`src/sv/vpfp_pkg.sv`:
```
// ----------------------------------------------------------------------------
// vpfp_pkg
// Shared types, step codes, error codes and limits of the varint packet
// field parser.
// ----------------------------------------------------------------------------
package vpfp_pkg;

  // parse steps, which double as result tags
  localparam logic [4:0] ST_LENGTH        = 5'd0;
  localparam logic [4:0] ST_ID            = 5'd1;
  localparam logic [4:0] ST_HS_VERSION    = 5'd2;
  localparam logic [4:0] ST_HS_ADDR_LEN   = 5'd3;
  localparam logic [4:0] ST_HS_ADDR_BYTE  = 5'd4;
  localparam logic [4:0] ST_HS_PORT       = 5'd5;
  localparam logic [4:0] ST_HS_NEXT       = 5'd6;
  localparam logic [4:0] ST_PING          = 5'd7;
  localparam logic [4:0] ST_LOGIN_LEN     = 5'd8;
  localparam logic [4:0] ST_LOGIN_BYTE    = 5'd9;
  localparam logic [4:0] ST_CS_LOC_LEN    = 5'd10;
  localparam logic [4:0] ST_CS_LOC_BYTE   = 5'd11;
  localparam logic [4:0] ST_CS_VIEW       = 5'd12;
  localparam logic [4:0] ST_CS_CHAT       = 5'd13;
  localparam logic [4:0] ST_CS_COLORS     = 5'd14;
  localparam logic [4:0] ST_CS_SKIN       = 5'd15;
  localparam logic [4:0] ST_CS_HAND       = 5'd16;
  localparam logic [4:0] ST_CS_FILTER     = 5'd17;
  localparam logic [4:0] ST_PL_CHAN_LEN   = 5'd18;
  localparam logic [4:0] ST_PL_CHAN_BYTE  = 5'd19;
  localparam logic [4:0] ST_PL_DATA       = 5'd20;

  // packet kinds
  localparam logic [2:0] KIND_HANDSHAKE   = 3'd0;
  localparam logic [2:0] KIND_STATUS      = 3'd1;
  localparam logic [2:0] KIND_PING        = 3'd2;
  localparam logic [2:0] KIND_LOGIN       = 3'd3;
  localparam logic [2:0] KIND_SETTINGS    = 3'd4;
  localparam logic [2:0] KIND_PLUGIN      = 3'd5;

  // packet ids expected for each kind
  localparam logic [31:0] ID_HANDSHAKE    = 32'h00;
  localparam logic [31:0] ID_STATUS       = 32'h00;
  localparam logic [31:0] ID_PING         = 32'h01;
  localparam logic [31:0] ID_LOGIN        = 32'h00;
  localparam logic [31:0] ID_SETTINGS     = 32'h05;
  localparam logic [31:0] ID_PLUGIN       = 32'h0a;

  // error codes
  localparam logic [2:0] ERR_NONE         = 3'd0;
  localparam logic [2:0] ERR_VARINT_LONG  = 3'd1;
  localparam logic [2:0] ERR_WRONG_ID     = 3'd2;
  localparam logic [2:0] ERR_BAD_STRLEN   = 3'd3;
  localparam logic [2:0] ERR_LEN_SHORT    = 3'd4;

  // string limits and field sizes
  localparam logic [31:0] LIMIT_ADDR      = 32'd255;
  localparam logic [31:0] LIMIT_NAME      = 32'd16;
  localparam logic [31:0] LIMIT_CHANNEL   = 32'd32767;
  localparam logic [3:0]  VARINT_MAX_CONT = 4'd4;
  localparam logic [3:0]  USHORT_BYTES    = 4'd2;
  localparam logic [3:0]  LONG_BYTES      = 4'd8;

  // running parse state
  typedef struct packed {
    logic [4:0]  step;
    logic [3:0]  byte_cnt;
    logic [63:0] acc;
    logic [14:0] str_rem;
    logic [31:0] decl_len;
    logic [31:0] consumed;
    logic        halted;
  } parse_state_t;

  // one result item
  typedef struct packed {
    logic [4:0]  tag;
    logic [63:0] value;
    logic        last;
    logic [2:0]  err;
  } result_t;

  function automatic logic [63:0] sext32(input logic [31:0] v);
    return {{32{v[31]}}, v};
  endfunction

endpackage

```
`src/sv/vpfp_if.sv`:
```
// ----------------------------------------------------------------------------
// vpfp_in_if / vpfp_out_if
// Valid/ready channels for received bytes and for parsed field results.
// ----------------------------------------------------------------------------
interface vpfp_in_if;
  logic       valid;
  logic       ready;
  logic [7:0] data_byte;

  modport source (output valid, output data_byte, input ready);
  modport sink   (input valid, input data_byte, output ready);
endinterface

interface vpfp_out_if;
  logic               valid;
  logic               ready;
  logic [4:0]         field_tag;
  logic signed [63:0] field_value;
  logic               last_of_packet;
  logic [2:0]         error_code;

  modport source (output valid, output field_tag, output field_value,
                  output last_of_packet, output error_code, input ready);
  modport sink   (input valid, input field_tag, input field_value,
                  input last_of_packet, input error_code, output ready);
endinterface

```
`src/sv/vpfp_in_stage.sv`:
```
// ----------------------------------------------------------------------------
// vpfp_in_stage
// Input register: holds one received byte until the parse stage takes it.
// ----------------------------------------------------------------------------
module vpfp_in_stage
  import vpfp_pkg::*;
(
  input  logic       clk,
  input  logic       rst_n,
  vpfp_in_if.sink    in_bus,
  input  logic       take,
  output logic       byte_valid,
  output logic [7:0] byte_data
);

  logic       valid_r;
  logic [7:0] byte_r;

  // room when empty or when the held byte leaves this cycle
  assign in_bus.ready = !valid_r || take;

  always_ff @(posedge clk) begin
    if (!rst_n) begin
      valid_r <= 1'b0;
    end else if (in_bus.valid && in_bus.ready) begin
      valid_r <= 1'b1;
    end else if (take) begin
      valid_r <= 1'b0;
    end
  end

  // payload capture
  always_ff @(posedge clk) begin
    if (in_bus.valid && in_bus.ready) begin
      byte_r <= in_bus.data_byte;
    end
  end

  assign byte_valid = valid_r;
  assign byte_data  = byte_r;

endmodule

```
`src/sv/vpfp_parse.sv`:
```
// ----------------------------------------------------------------------------
// vpfp_parse
// Next-state and result logic for one received byte.
// ----------------------------------------------------------------------------
module vpfp_parse
  import vpfp_pkg::*;
(
  input  parse_state_t st,
  input  logic [7:0]   data_byte,
  input  logic [2:0]   packet_kind,
  output parse_state_t st_nxt,
  output logic         res_valid,
  output result_t      res
);

  function automatic logic [31:0] kind_id(input logic [2:0] k);
    logic [31:0] id;
    case (k)
      KIND_HANDSHAKE: id = ID_HANDSHAKE;
      KIND_STATUS:    id = ID_STATUS;
      KIND_PING:      id = ID_PING;
      KIND_LOGIN:     id = ID_LOGIN;
      KIND_SETTINGS:  id = ID_SETTINGS;
      default:        id = ID_PLUGIN;
    endcase
    return id;
  endfunction

  function automatic logic [4:0] kind_first_step(input logic [2:0] k);
    logic [4:0] s;
    case (k)
      KIND_HANDSHAKE: s = ST_HS_VERSION;
      KIND_PING:      s = ST_PING;
      KIND_LOGIN:     s = ST_LOGIN_LEN;
      KIND_SETTINGS:  s = ST_CS_LOC_LEN;
      KIND_PLUGIN:    s = ST_PL_CHAN_LEN;
      default:        s = ST_LENGTH;
    endcase
    return s;
  endfunction

  logic [4:0]         step_eff;
  logic [31:0]        consumed_inc;
  logic [5:0]         vshamt;
  logic [31:0]        vpart;
  logic [31:0]        vacc;
  logic [31:0]        limit;
  logic [14:0]        rem_dec;
  logic [63:0]        fix_acc;
  logic [3:0]         fix_cnt;
  logic [3:0]         fix_need;
  logic signed [32:0] decl_s;
  logic signed [32:0] used_s;
  logic               dlv_req;
  logic [4:0]         dlv_step;
  logic [63:0]        dlv_val;
  logic               fail_req;
  logic [2:0]         fail_code;

  // an out-of-range step restarts at the packet length
  assign step_eff     = (st.step > ST_PL_DATA) ? ST_LENGTH : st.step;
  assign consumed_inc = st.consumed + 32'd1;

  // varint group: shift by 7 * byte count
  assign vshamt = {st.byte_cnt[2:0], 3'b000} - {3'b000, st.byte_cnt[2:0]};
  assign vpart  = {25'd0, data_byte[6:0]} << vshamt;
  assign vacc   = st.acc[31:0] | vpart;

  // string length limit of the current step
  always_comb begin
    case (step_eff)
      ST_HS_ADDR_LEN: limit = LIMIT_ADDR;
      ST_PL_CHAN_LEN: limit = LIMIT_CHANNEL;
      default:        limit = LIMIT_NAME;
    endcase
  end

  assign rem_dec  = (st.str_rem != 15'd0) ? st.str_rem - 15'd1 : st.str_rem;

  // big-endian fixed fields
  assign fix_acc  = {st.acc[55:0], data_byte};
  assign fix_cnt  = st.byte_cnt + 4'd1;
  assign fix_need = (step_eff == ST_HS_PORT) ? USHORT_BYTES : LONG_BYTES;

  // declared length against bytes seen after the length varint
  assign decl_s = $signed({st.decl_len[31], st.decl_len});
  assign used_s = $signed({1'b0, consumed_inc});

  always_comb begin
    st_nxt    = st;
    res       = '0;
    res_valid = 1'b0;
    dlv_req   = 1'b0;
    dlv_step  = step_eff;
    dlv_val   = '0;
    fail_req  = 1'b0;
    fail_code = ERR_NONE;
    res.tag   = step_eff;

    if (!st.halted) begin
      st_nxt.step = step_eff;
      if (step_eff != ST_LENGTH) begin
        st_nxt.consumed = consumed_inc;
      end

      case (step_eff)
        // varint fields
        ST_LENGTH, ST_ID, ST_HS_VERSION, ST_HS_ADDR_LEN, ST_HS_NEXT,
        ST_LOGIN_LEN, ST_CS_LOC_LEN, ST_CS_CHAT, ST_CS_HAND, ST_PL_CHAN_LEN: begin
          if (data_byte[7]) begin
            if (st.byte_cnt >= VARINT_MAX_CONT) begin
              fail_req  = 1'b1;
              fail_code = ERR_VARINT_LONG;
            end else begin
              st_nxt.byte_cnt = st.byte_cnt + 4'd1;
              st_nxt.acc      = {st.acc[63:32], vacc};
            end
          end else begin
            st_nxt.acc      = '0;
            st_nxt.byte_cnt = '0;
            case (step_eff)
              ST_LENGTH: begin
                st_nxt.decl_len = vacc;
                st_nxt.consumed = '0;
                st_nxt.step     = ST_ID;
                res_valid       = 1'b1;
                res.value       = sext32(vacc);
              end
              ST_ID: begin
                if (packet_kind > KIND_PLUGIN || vacc != kind_id(packet_kind)) begin
                  fail_req  = 1'b1;
                  fail_code = ERR_WRONG_ID;
                end else if (packet_kind == KIND_STATUS) begin
                  st_nxt.step = ST_LENGTH;
                  res_valid   = 1'b1;
                  res.value   = sext32(vacc);
                  res.last    = 1'b1;
                end else begin
                  st_nxt.step = kind_first_step(packet_kind);
                  res_valid   = 1'b1;
                  res.value   = sext32(vacc);
                end
              end
              ST_HS_ADDR_LEN, ST_LOGIN_LEN, ST_CS_LOC_LEN, ST_PL_CHAN_LEN: begin
                if (vacc[31] || vacc > limit) begin
                  fail_req  = 1'b1;
                  fail_code = ERR_BAD_STRLEN;
                end else begin
                  st_nxt.str_rem = vacc[14:0];
                  if (vacc == 32'd0) begin
                    // empty string completes its byte field at once
                    dlv_req  = 1'b1;
                    dlv_step = step_eff + 5'd1;
                  end else begin
                    st_nxt.step = step_eff + 5'd1;
                    res_valid   = 1'b1;
                    res.value   = {32'd0, vacc};
                  end
                end
              end
              default: begin
                dlv_req = 1'b1;
                dlv_val = sext32(vacc);
              end
            endcase
          end
        end

        // string bytes
        ST_HS_ADDR_BYTE, ST_LOGIN_BYTE, ST_CS_LOC_BYTE, ST_PL_CHAN_BYTE: begin
          st_nxt.str_rem = rem_dec;
          if (rem_dec == 15'd0) begin
            dlv_req = 1'b1;
            dlv_val = {56'd0, data_byte};
          end else begin
            res_valid = 1'b1;
            res.value = {56'd0, data_byte};
          end
        end

        // ushort and long
        ST_HS_PORT, ST_PING: begin
          if (fix_cnt >= fix_need) begin
            dlv_req         = 1'b1;
            dlv_val         = fix_acc;
            st_nxt.acc      = '0;
            st_nxt.byte_cnt = '0;
          end else begin
            st_nxt.acc      = fix_acc;
            st_nxt.byte_cnt = fix_cnt;
          end
        end

        // plain bytes
        ST_CS_VIEW, ST_CS_SKIN: begin
          dlv_req = 1'b1;
          dlv_val = {56'd0, data_byte};
        end

        // bools
        ST_CS_COLORS, ST_CS_FILTER: begin
          dlv_req = 1'b1;
          dlv_val = {63'd0, (data_byte != 8'd0)};
        end

        // plugin data runs to the declared length
        default: begin
          res_valid = 1'b1;
          res.tag   = ST_PL_DATA;
          res.value = {56'd0, data_byte};
          if (used_s >= decl_s) begin
            res.last    = 1'b1;
            st_nxt.step = ST_LENGTH;
          end
        end
      endcase

      // field completion
      if (dlv_req) begin
        res_valid = 1'b1;
        res.value = dlv_val;
        if (dlv_step inside {ST_HS_VERSION, ST_HS_ADDR_BYTE, ST_HS_PORT, ST_CS_LOC_BYTE,
                             ST_CS_VIEW, ST_CS_CHAT, ST_CS_COLORS, ST_CS_SKIN,
                             ST_CS_HAND}) begin
          st_nxt.step = dlv_step + 5'd1;
        end else if (dlv_step == ST_PL_CHAN_BYTE) begin
          if (decl_s < used_s) begin
            fail_req  = 1'b1;
            fail_code = ERR_LEN_SHORT;
          end else if (decl_s == used_s) begin
            st_nxt.step = ST_LENGTH;
            res.last    = 1'b1;
          end else begin
            st_nxt.step = ST_PL_DATA;
          end
        end else begin
          st_nxt.step = ST_LENGTH;
          res.last    = 1'b1;
        end
      end

      // errors stop the parser
      if (fail_req) begin
        st_nxt.halted = 1'b1;
        res_valid     = 1'b1;
        res.tag       = step_eff;
        res.value     = '0;
        res.last      = 1'b1;
        res.err       = fail_code;
      end
    end
  end

endmodule

```
`src/sv/varint_packet_field_parser_core.sv`:
```
// ----------------------------------------------------------------------------
// varint_packet_field_parser_core
// Parses varint length-prefixed packets of one configured kind from a byte
// stream and gives one tagged result per field, string byte or data byte.
// ----------------------------------------------------------------------------
//  channel   direction  payload                                        rule
//  in_bus    in         data_byte[7:0]                                 valid & ready
//  out_bus   out        field_tag, field_value, last_of_packet, error  valid & ready
//  cfg_wr_*  in         packet_kind[2:0]                               write when wr_en
//
//  one byte per cycle sustained while out_bus does not stall; a byte passes
//  through the input register, then the parse logic into the result register
//  rst_n is synchronous: parser at the start of a packet, kind handshake
//  a stall on out_bus holds the result; the input register takes at most one
//  more byte and then holds in_bus.ready low
//  bytes that give no result still pass through the input register
// ----------------------------------------------------------------------------
module varint_packet_field_parser_core
  import vpfp_pkg::*;
(
  input  logic       clk,
  input  logic       rst_n,
  vpfp_in_if.sink    in_bus,
  vpfp_out_if.source out_bus,
  input  logic       cfg_wr_en,
  input  logic [2:0] cfg_wr_data
);

  logic [2:0]   kind_r;
  parse_state_t st_r;
  parse_state_t st_nxt;
  logic         out_valid_r;
  result_t      res_r;
  result_t      res;
  logic         res_valid;
  logic         byte_valid;
  logic [7:0]   byte_data;
  logic         take;

  // parse stage moves when the result register has room
  assign take = byte_valid && (!out_valid_r || out_bus.ready);

  vpfp_in_stage u_in_stage (
    .clk        (clk),
    .rst_n      (rst_n),
    .in_bus     (in_bus),
    .take       (take),
    .byte_valid (byte_valid),
    .byte_data  (byte_data)
  );

  vpfp_parse u_parse (
    .st          (st_r),
    .data_byte   (byte_data),
    .packet_kind (kind_r),
    .st_nxt      (st_nxt),
    .res_valid   (res_valid),
    .res         (res)
  );

  // configuration register
  always_ff @(posedge clk) begin
    if (!rst_n) begin
      kind_r <= KIND_HANDSHAKE;
    end else if (cfg_wr_en) begin
      kind_r <= cfg_wr_data;
    end
  end

  // parse state
  always_ff @(posedge clk) begin
    if (!rst_n) begin
      st_r <= '0;
    end else if (take) begin
      st_r <= st_nxt;
    end
  end

  // result register
  always_ff @(posedge clk) begin
    if (!rst_n) begin
      out_valid_r <= 1'b0;
    end else if (take && res_valid) begin
      out_valid_r <= 1'b1;
    end else if (out_bus.ready) begin
      out_valid_r <= 1'b0;
    end
  end

  always_ff @(posedge clk) begin
    if (take && res_valid) begin
      res_r <= res;
    end
  end

  assign out_bus.valid          = out_valid_r;
  assign out_bus.field_tag      = res_r.tag;
  assign out_bus.field_value    = $signed(res_r.value);
  assign out_bus.last_of_packet = res_r.last;
  assign out_bus.error_code     = res_r.err;

  // a new result only follows a transfer into the parse stage
  a_res_from_take: assert property (@(posedge clk) disable iff (!rst_n)
    $rose(out_valid_r) |-> $past(take))
    else $error("result appeared without a parsed byte");

  // errors are sticky
  a_halt_sticky: assert property (@(posedge clk) disable iff (!rst_n)
    st_r.halted |=> st_r.halted)
    else $error("halted flag cleared without reset");

  // every error result closes the packet
  a_err_last: assert property (@(posedge clk) disable iff (!rst_n)
    (out_valid_r && res_r.err != ERR_NONE) |-> res_r.last)
    else $error("error result without last_of_packet");

  // the step never leaves the defined range
  a_step_range: assert property (@(posedge clk) disable iff (!rst_n)
    take |=> (st_r.step <= ST_PL_DATA))
    else $error("parse step out of range");

endmodule

```
`src/flat_wrapper.sv`:
```
// flat-port wrapper written by rule: the top's interface ports become plain ports
module varint_packet_field_parser_core_flat import vpfp_pkg::*;
  (clk, rst_n, cfg_wr_en, cfg_wr_data, in_bus_valid, in_bus_data_byte, in_bus_ready, out_bus_valid, out_bus_field_tag, out_bus_field_value, out_bus_last_of_packet, out_bus_error_code, out_bus_ready);
  vpfp_in_if in_bus_i ();
  vpfp_out_if out_bus_i ();
  input  logic clk;
  input  logic rst_n;
  input  logic cfg_wr_en;
  input  logic [2:0] cfg_wr_data;
  input wire logic [$bits(in_bus_i.valid)-1:0] in_bus_valid;
  input wire logic [$bits(in_bus_i.data_byte)-1:0] in_bus_data_byte;
  output wire logic [$bits(in_bus_i.ready)-1:0] in_bus_ready;
  output wire logic [$bits(out_bus_i.valid)-1:0] out_bus_valid;
  output wire logic [$bits(out_bus_i.field_tag)-1:0] out_bus_field_tag;
  output wire logic [$bits(out_bus_i.field_value)-1:0] out_bus_field_value;
  output wire logic [$bits(out_bus_i.last_of_packet)-1:0] out_bus_last_of_packet;
  output wire logic [$bits(out_bus_i.error_code)-1:0] out_bus_error_code;
  input wire logic [$bits(out_bus_i.ready)-1:0] out_bus_ready;
  assign in_bus_i.valid = in_bus_valid;
  assign in_bus_i.data_byte = in_bus_data_byte;
  assign in_bus_ready = in_bus_i.ready;
  assign out_bus_valid = out_bus_i.valid;
  assign out_bus_field_tag = out_bus_i.field_tag;
  assign out_bus_field_value = out_bus_i.field_value;
  assign out_bus_last_of_packet = out_bus_i.last_of_packet;
  assign out_bus_error_code = out_bus_i.error_code;
  assign out_bus_i.ready = out_bus_ready;
  varint_packet_field_parser_core u_core (.clk(clk), .rst_n(rst_n), .in_bus(in_bus_i), .out_bus(out_bus_i), .cfg_wr_en(cfg_wr_en), .cfg_wr_data(cfg_wr_data));
endmodule
```
`config.mk`:
```
export PLATFORM = sky130hd
export DESIGN_NAME = varint_packet_field_parser_core_flat
export DESIGN_NICKNAME = d
export VERILOG_FILES = /design/src/sv/vpfp_pkg.sv /design/src/sv/vpfp_if.sv /design/src/sv/vpfp_in_stage.sv /design/src/sv/vpfp_parse.sv /design/src/sv/varint_packet_field_parser_core.sv /design/src/flat_wrapper.sv
export SDC_FILE = /design/constraint.sdc
export NUM_CORES = 1
export LEC_CHECK = 0
export ABC_AREA = 1
export BUFFER_PORTS_ARGS = -buffer_cell sky130_fd_sc_hd__buf_2
export CELL_PAD_IN_SITES_DETAIL_PLACEMENT = 0
export CELL_PAD_IN_SITES_GLOBAL_PLACEMENT = 1
export CORE_MARGIN = 2
export CORE_UTILIZATION = 33
export CTS_BUF_LIST = sky130_fd_sc_hd__clkbuf_4 sky130_fd_sc_hd__clkbuf_8 sky130_fd_sc_hd__clkbuf_16
export CTS_CLUSTER_SIZE = 14
export DETAILED_ROUTE_END_ITERATION = 7
export GPL_ROUTABILITY_DRIVEN = 0
export GPL_TIMING_DRIVEN = 0
export HOLD_SLACK_MARGIN = 0.12
export PLACE_DENSITY_LB_ADDON = 0.12
export SLEW_MARGIN = 20
export SYNTH_ARGS = -nofsm -noshare
export SYNTH_HDL_FRONTEND = slang
export SYNTH_SLANG_ARGS = --single-unit
```
`constraint.sdc`:
```
create_clock -name clk -period 8.4 [get_ports clk]
set_clock_uncertainty 0.1 [all_clocks]
set_input_delay 1.68 -clock clk [delete_from_list [all_inputs] [get_ports clk]]
set_output_delay 1.68 -clock clk [all_outputs]
set_load 0.1 [all_outputs]
```
## Word-level counts from Yosys, hierarchy flattened

Cells that the tools add are included.

- Flip-flop bits (word level): 231
- Bits of input ports: 16
- Output and inout bits: 75
- Word-level logic and storage cells: 224

- Add/sub/neg operators: 6
- Order comparisons: 7
- Equality and inequality tests: 40
- Shift-type cells: 1
- Mux-type cells: 109
- Bitwise logic cells: 4
- Reductions and logical operators: 41

Operators with widths:

| operator | count |
|---|---|
| one-hot mux 64 bit (3 select lines) | 2 |
| one-hot mux 64 bit (5 select lines) | 1 |
| 2-to-1 mux 32 bit | 8 |
| 2-to-1 mux 64 bit | 4 |
| 2-to-1 mux 68 bit | 3 |
| 2-to-1 mux 65 bit | 3 |
| 2-to-1 mux 73 bit | 2 |
| one-hot mux 68 bit (2 select lines) | 1 |
| 2-to-1 mux 5 bit | 19 |
| 2-to-1 mux 79 bit | 1 |
| equality test 5 x 4 -> 1 bit, second input constant | 13 |
| one-hot mux 15 bit (2 select lines) | 2 |
| 2-to-1 mux 15 bit | 3 |
| 2-to-1 mux 1 bit | 38 |
| equality test 32 x 33 -> 1 bit | 1 |
| greater-or-equal comparator 33 x 32 -> 1 bit | 1 |
| < comparator 32 x 33 -> 1 bit | 1 |
| adder 32 x 1 -> 32 bit, second input constant | 1 |
| > comparator 32 bit | 1 |
| zero test 32 bit | 1 |
| inequality test 32 bit | 1 |
| bitwise OR 32 bit | 1 |
| << shifter 7 x 6 -> 32 bit | 1 |
| equality test 5 x 3 -> 1 bit, second input constant | 6 |
| 51 further kinds | 93 |

## Logic depth before layout (Yosys ltp)

Gate-level depths: netlist of run 1.

- Word-level depth: 22
- Depth in mapped cells: 38
- Gate-level depth less buffers: 36

## Hierarchy

From an unflattened synthesis of run 1, not the netlist that was laid out.

- Cells, all modules: 2797
- Area, all modules: 18153.7 sq um

Modules (own cells, without submodules):

| module | times used | cells each | area each (sq um) | sequential area each (sq um) |
|---|---|---|---|---|
| varint_packet_field_parser_core | 1 | 1100 | 9126.3 | 5335.1 |
| vpfp_parse | 1 | 1682 | 8735.9 | 0.0 |
| vpfp_in_stage | 1 | 15 | 291.5 | 260.2 |

## Worst setup path after synthesis of run 1

No wires, ideal clock.

- Path kind: reg-to-reg
- From: register u_core.st_r[144] (netlist bit)
- To: register u_core.res_r (netlist bit u_core.out_bus.error_code[0]), enable pin
- Setup time: 427 ps
- Data arrival time: 5752 ps
- Required time: 7873 ps
- Slack: 2122 ps
- Stages on the path, launching flop included: 35
- Buffers on the path: 3
- Clock period less this slack: 6278 ps
- Cells stage by stage: dfxtp_1 -> inv_2 -> buf_6 -> ha_1 -> buf_2 -> inv_2 -> buf_4 -> nand3_1 -> nand4_1 -> nand2_1 -> a21oi_2 -> inv_1 -> ha_1 -> a21oi_1 -> o21ai_0 -> nand2_1 -> nand2_1 -> a21oi_1 -> o21a_1 -> nand2_1 -> nand2_1 -> nand3_4 -> nor2_4 -> xor2_1 -> inv_1 -> ha_1 -> o21ai_0 -> nand2_1 -> nand2_1 -> nand2_1 -> nand2_2 -> nand4_4 -> nand3_1 -> nand2_1 -> inv_1

- Cells in the longest elaborated chain, start to end: 18
- Elaborated cells between the ends (all ways): 56
- Those cells by class: add/sub (2); order compare (3); eq/ne (11); shift (1); mux (33); bitwise (1); reduce/logical (5)

RTL lines:

| item | RTL line | text |
|---|---|---|
| start: declaration | varint_packet_field_parser_core.sv:30 | `parse_state_t st_r;` |
| start signal: assignment | varint_packet_field_parser_core.sv:75 | `st_r <= st_nxt;` |
| subtractor 6 x 3 -> 6 bit * | vpfp_parse.sv:65 | `assign vshamt = {st.byte_cnt[2:0], 3'b000} - {3'b000, st.byte_cnt[2:0]};` |
| << shifter 7 x 6 -> 32 bit * | vpfp_parse.sv:66 | `assign vpart = {25'd0, data_byte[6:0]} << vshamt;` |
| bitwise OR 32 bit * | vpfp_parse.sv:67 | `assign vacc = st.acc[31:0] \| vpart;` |
| via u_core.u_parse.vacc[11] | vpfp_parse.sv:46 | `logic [31:0] vacc;` |
| > comparator 32 bit or zero test 32 bit (tied branches) | vpfp_parse.sv:145, vpfp_parse.sv:150 |  |
| logical OR 1 bit or 2-to-1 mux 5 bit (tied branches) | vpfp_parse.sv:145, vpfp_parse.sv:150 |  |
| 2-to-1 mux 5 bit | vpfp_parse.sv:145 | `if (vacc[31] \|\| vacc > limit) begin` |
| 2-to-1 mux 5 bit | vpfp_parse.sv:121 | `case (step_eff)` |
| [... 3 more ...] | - |  |
| equality test 5 x 2 -> 1 bit, or another cell as far along | vpfp_parse.sv:222 | `if (dlv_step inside {ST_HS_VERSION, ST_HS_ADDR_BYTE, ST_HS_PORT, ST_CS_LOC_BYTE,` |
| nonzero test 9 bit or 2-to-1 mux 1 bit (tied branches) | vpfp_parse.sv:222, vpfp_parse.sv:226 |  |
| 2-to-1 mux 1 bit | vpfp_parse.sv:222 |  |
| 2-to-1 mux 1 bit | vpfp_parse.sv:219 | `if (dlv_req) begin` |
| 2-to-1 mux 1 bit | vpfp_parse.sv:100 | `if (!st.halted) begin` |
| 2-to-1 mux 1 bit * | vpfp_parse.sv:243 | `if (fail_req) begin` |
| 2-to-1 mux 1 bit * | vpfp_parse.sv:100 |  |
| logical AND 1 bit * | varint_packet_field_parser_core.sv:91 | `if (take && res_valid) begin` |
| end signal: assignment | varint_packet_field_parser_core.sv:92 | `res_r <= res;` |
| end: declaration | varint_packet_field_parser_core.sv:33 | `result_t res_r;` |

The timed path passes the listed nets; every way through them passes the cells marked *. The select of a mux whose other input is x is not followed.
A chain may end at the register's enable or synchronous reset.

## Final worst setup path of run 1

- From: register u_core.st_r[144] (netlist bit)
- To: register u_core.res_r (netlist bit u_core.out_bus.field_value[21]), enable pin

The elaborated chain is that of the path after synthesis.

==> results of run 1 <==
## logic make-up after synthesis
group	share of synthesized area, %
and+or+nand+nor	24.0
buffers and inverters	9.51
xor gates and xnor gates	2.16
DFF	38.3
adders and majority gates	5.65
AOI/OAI and AO/OA	20.3
muxes	0.0706
## cells in the mapped netlist (14+ instances only)
library cell	instances	share of area, %
nand3_1	153	5.4
ha_1	64	5.6
nand4_1	30	1.3
nand2_1	363	9.6
xor2_1	30	1.9
a31oi_2	17	1.5
o21ai_0	88	3.1
a211oi_1	14	0.74
a31oi_1	43	1.9
o211ai_1	28	1.5
o22ai_1	84	3.7
inv_2	21	0.56
a21oi_1	140	4.9
inv_1	219	5.8
edfxtp_1	81	17
nor2_1	142	3.8
dfxtp_1	150	21
clkbuf_1	71	1.9
nor3_1	27	0.95
## cells in the final DEF, fill, tap and decap left out, types with 21 or more instances in the layout
cell type	count
a21oi_1	140
inv_2	21
ha_1	64
clkbuf_16	30
nor2_1	142
inv_1	218
o22ai_1	84
o211ai_1	28
o21ai_0	88
nor3_1	27
edfxtp_1	81
buf_2	98
nand2_1	363
nand4_1	30
clkbuf_1	71
dfxtp_1	150
nand3_1	153
a31oi_1	43
xor2_1	30
## layout make-up
class,instances,area (µm²)
repair buffers,90,473
well taps,539,674
multi-input cells,1331,7390
inverters,244,918
plain buffers,95,432
fillers,4453,25800
clock inverters,20,215
flip-flops and latches,231,5440
clock buffers,34,787
## state kept, by name, indices dropped and copies added (netlist names)
name and flops:
u_core.st_r 145, u_core.out_bus.field_value 64, u_core.u_in_stage.byte_data 8, u_core.out_bus.field_tag 5, u_core.kind_r 3, u_core.out_bus.error_code 3, u_core.out_bus.last_of_packet 1, u_core.out_bus.valid 1
u_core.u_in_stage.byte_valid 1
## per-layer routing
metal  up-vias  share of wire [%]  track usage [%]
met2       476                 44             38.2
met1      6721                 47             34.9
met4         2                2.6             5.95
met5         -              0.018                0
met3        93                6.2             2.74
li1       6827                  -                -
## metrics by stage
| stage | cells | util, % |
|---|---|---|
| final | 2584 | 38.7 |
| after global routing | 2584 | 38.7 |
| after CTS | 2584 | 38.7 |
| after detailed placement | 2530 | 36.4 |
| after global placement | 2529 | 36.3 |
| after floorplan | 1901 | - |
## how the worst max path moves through the flow
| stage | end | cells after the start | start | slack, ps |
|---|---|---|---|---|
| after CTS | u_core.out_bus.field_value[21] | 35 | u_core.st_r[144] | 1470 |
| after global routing | u_core.out_bus.field_value[21] | 35 | u_core.st_r[144] | 1010 |
| after floorplan | u_core.out_bus.error_code[0] | 34 | u_core.st_r[144] | 2120 |
| final | u_core.out_bus.field_value[21] | 35 | u_core.st_r[144] | 1400 |
| after detailed placement | u_core.out_bus.field_value[18] | 35 | u_core.st_r[144] | 1510 |
| after global placement | u_core.out_bus.field_value[18] | 34 | u_core.st_r[144] | 60 |
## worst register-to-register path, delay by kind of cell, from the launching register on
| family | cells | cell delay, ps |
|---|---|---|
| AOI/OAI and AO/OA | 6 | 1190 |
| xor gates and xnor gates | 1 | 340 |
| adders and majority gates | 3 | 890 |
| buffers and inverters | 9 | 1730 |
| DFF | 1 | 430 |
| and+or+nand+nor | 16 | 1970 |
## where the power goes
group          switching (mW)  total, mW  leakage, nW  internal, mW
Combinational            1.28       1.66         4.01         0.381
Sequential             0.0683       1.36         1.98          1.29
Clock                   0.533       1.33        0.499         0.792
Total                    1.88       4.34         6.49          2.46
==> metrics.yaml, run 1 <==
reg2reg_slack_ps: 1400
path_common_cell: "nand2_1"
die-area_mm2: 0.0446
syn_avg_cell_area_um2: 7.46
fin_area_mm2: 0.0163
cp_slowest_stage_delay_ps: 490
finalNetCount: 2102
port_buffers: 89
min_path_cells: 2
start_util_pct: 33.6
arrival_ps: 7170
post_cts_resized: 0
route.detailed.drc: 0
setup_viol: 0
fin_total_pwr_mw: 4.34
antenna_left: 0
clk_path_buf_depth: 3
synth_ff_type: "dfxtp_1"
min_from: "u_core.st_r[135]"
routed_wl_mm: 54.4
grt_pass1_wl_mm: 81.9
antenna_found_initial: 5
clkTransAtPathRegs_ps: 60
cts_inserted_buffers: 29
r2r-start: "u_core.st_r[144]"
cellPowerDensity_mw_per_mm2: 266
grt_max_degree: 55
fp.coreArea_mm2: 0.0421
grt_use_total_pct: 24.1
die_h_um: 211
dr.pass1.iters: 6
clock_sinks: 231
grt_overflow: 0
place_hpwl_mm: 42.5
critPathBufInv: 9
min_to: "u_core.st_r[135]"
drt_first_iter_violations: 1283
cp_slowest_cell: "a21oi_2"
crit_required_ps: 8560
worst_pin_slew_ps: 1090
rsz0062_at_grt: "false"
synth_cell_types: 58
wl_per_cell_um: 21.1
placed_cell_area_mm2: 0.0153
root_buffer: "clkbuf_16"
fmax_mhz: 143
min_period_over_period_pct: 83.4
path_delay_family: "simple AND/OR/NAND/NOR gates"
synthArstFlopShare_pct: 0
synth_fp_nets: 1981
holdWs_ps: 367
syn_area_mm2: 0.0142
place_ws_ps: 1510
area_growth_pct: 15.2
synthCells: 1901
cts_hold_buf: 0
synth_seq_cells: 231
ioPinCount: 91
relSlewSlack_pct: 27.0
drive_gt1_share_pct: 11.8
via_per_inst: 5.46
cts_setup_buffers: 0
num_vias: 14119
cts_tree: "done"
min_path_type: "reg -> reg"
crit_type: "reg -> reg"
rr_worst_depth: 35
synth_warnings: 0
reg2reg_to: "u_core.out_bus.field_value[21]"
rows: 75
cp-start-kind: "flip-flop"
setup_tns_ps: 0
grt_pass1_vias: 13297
ys_seq_area_share_pct: 38.3
clk_latency_ps: 590
power.leakage_nw: 6.49
crit_fanout: 54
fin_crit_ps: 7000
setup_ws_ps: 1400
antenna_cells: 0
status: "complete, no violations"
hold_violations: 0
end_kind: "flip-flop"
synth-edff-count: 81
drv_slew: 0
drv_cap: 0
ir_worst_vdd_uv: 172
h-tree-depth: 1
die_w_um: 211
Power figures use the tool's default switching activity.
==> inputs of run 2 (changes only) <==
- clock period: 8.4 -> 6 ns (I/O delays scaled with it)
==> metrics.yaml, run 2 (synthesized netlist as in run 1, its figures left out) <==
grt_max_degree: 22  # was 55
h-tree-depth: 1  # unchanged
p_sw_share_pct: 43.2  # was 43.3%
crit_type: "reg -> reg"  # unchanged
crit_required_ps: 6190  # was 8560 ps
route.detailed.drc: 0  # unchanged
cp_slowest_cell: "a21oi_2"  # unchanged
placed_cell_area_mm2: 0.0153  # about the same
drv_cap: 0  # unchanged
setup_ws_ps: 263  # was 1400 ps
rows: 75  # unchanged
final_common_cell: "nand2_1"  # unchanged
fin_total_pwr_mw: 6.25  # was 4.34 mW
final_cell_mix: "nand2_1, inv_1, nand3_1"  # unchanged
grt_use_total_pct: 24.3  # was 24.1%
fin_crit_ps: 5740  # was 7000 ps
clk_path_buf_depth: 3  # unchanged
dr.pass1.iters: 6  # unchanged
power.leakage_nw: 6.65  # was 6.49 nW
grt_pass1_vias: 13482  # was 13,297
fin_area_mm2: 0.0168  # was 0.0163 mm²
gr-usage-met1_pct: 34.5  # was 34.9%
drv_slew: 0  # unchanged
clk_latency_ps: 600  # was 590 ps
cp-start-kind: "flip-flop"  # unchanged
die-area_mm2: 0.0446  # unchanged
routed_wl_mm: 55.5  # was 54.4 mm
area_growth_pct: 18.2  # was 15.2%
cp_slowest_stage_delay_ps: 420  # was 490 ps
drt_first_iter_violations: 1204  # was 1,283
drive_gt1_share_pct: 13.7  # was 11.8%
clock_power_share_pct: 31.2  # was 30.5%
clock_sinks: 231  # unchanged
arrival_ps: 5930  # was 7170 ps
holdWs_ps: 367  # about the same
crit_fanout: 11  # was 54
power.internal_mw: 3.55  # was 2.46 mW
wl_per_cell_um: 21.3  # was 21.1 µm
grt.met2_usage_pct: 38.9  # was 38.2%
port_buffers: 89  # unchanged
ir_worst_vdd_uv: 247  # was 172 µV
fmax_mhz: 174  # was 143 MHz
antenna_cells: 0  # unchanged
antenna_left: 0  # unchanged
start_util_pct: 33.6  # unchanged
worst_pin_slew_ps: 1060  # was 1090 ps
largest_register_ffs: 145  # unchanged
min_path_type: "reg -> reg"  # unchanged
place_hpwl_mm: 42.5  # about the same
end_kind: "flip-flop"  # unchanged
min_period_over_period_pct: 95.6  # was 83.4%
fp.coreArea_mm2: 0.0421  # unchanged
status: "complete, no violations"  # unchanged
grt_pass1_wl_mm: 82.4  # was 81.9 mm
cts_tree: "done"  # unchanged
root_buffer: "clkbuf_16"  # unchanged
place_inst: 2531  # was 2,530
p_seq_share_pct: 30.4  # was 31.3%
die_w_um: 211  # unchanged
setup_viol: 0  # unchanged
cellPowerDensity_mw_per_mm2: 373  # was 266 mW/mm²
post-route-util_pct: 39.8  # was 38.7%
grt_overflow: 0  # unchanged
hold_violations: 0  # unchanged
num_vias: 14242  # was 14,119
grt-busiest-layer: "met2"  # unchanged
die_h_um: 211  # unchanged
clkTransAtPathRegs_ps: 60  # about the same
comb_power_share_pct: 38.4  # was 38.2%
finalNetCount: 2119  # was 2,102
final_cells: 2602  # was 2,584
cts_inserted_buffers: 30  # was 29
setup_tns_ps: 0  # unchanged
grt_use_met3_pct: 3.42  # was 2.74%
via_per_inst: 5.47  # was 5.46
relSlewSlack_pct: 29.6  # was 27.0%
p_sw_mw: 2.70  # was 1.88 mW
antenna_found_initial: 1  # was 5
place_ws_ps: -824  # was 1510 ps
ioPinCount: 91  # unchanged
largest-register: "u_core.st_r"  # unchanged
[run 2: cell count changes in the layout (fill, tap and decap cells not counted), moves of 3 or more]
cell,delta
nand2_2,+5
nand3_1,-3
buf_4,+9
nand2_1,-6
clkinv_2,-5
clkbuf_16,+3
buf_6,+4
clkinv_4,+3
nor2_4,+3
[run 2: area by class of cell]
| class | instances | area, µm² |
|---|---|---|
| sequential | 231 | 5440 |
| fill | 4402 | 25400 |
| inverter | 244 | 922 |
| timing repair buffer | 106 | 669 |
| multi-input combinational | 1331 | 7520 |
| clock buffer | 36 | 832 |
| clock inverter | 20 | 248 |
| tap | 539 | 674 |
| buffer | 95 | 448 |
[run 2: path summary, 6_finish.rpt]
check,start,to,slack [ps],cells after the start
min reg2reg,u_core.st_r[130],u_core.st_r[130],370,2
min,u_core.st_r[130],u_core.st_r[130],370,2
max,u_core.st_r[144],u_core.out_bus.field_value[14],260,34
max reg2reg,u_core.st_r[144],u_core.out_bus.field_value[14],260,34
[run 2: what timing repair did]
item / 4_1_cts / 5_1_grt
pin swaps: 2 / 7
setup endpoints to repair: 150 / 138
setup buffers: 5 / 7
gates resized for setup: 11 / 30
hold endpoints to repair: 0 / 0
gates cloned: 1 / 2
hold buffers: 0 / 0
[run 2: per-layer routing]
layer	share of wire, %	wire, µm
met5	0	0
met4	2.5	1390
met3	6.0	3350
met2	45	24800
met1	47	26000
[run 2: critical path, delay by kind of cell (launching register included)]
kind,cells,cell delay (ps)
DFF,1,360
buffers and inverters,10,1410
and+or+nand+nor,16,1840
adders and majority gates,4,970
AOI/OAI and AO/OA,4,720
[run 2: power groups by stage]
stage | combinational [mW] | sequential [mW] | clock, mW
2_1_floorplan | 1.19 | 2.39 | 0
3_3_place_gp | 2.29 | 1.94 | 0
3_5_place_dp | 2.30 | 1.93 | 0
4_1_cts | 2.33 | 1.90 | 1.99
5_1_grt | 2.59 | 1.92 | 2.06
6_report | 2.40 | 1.90 | 1.95
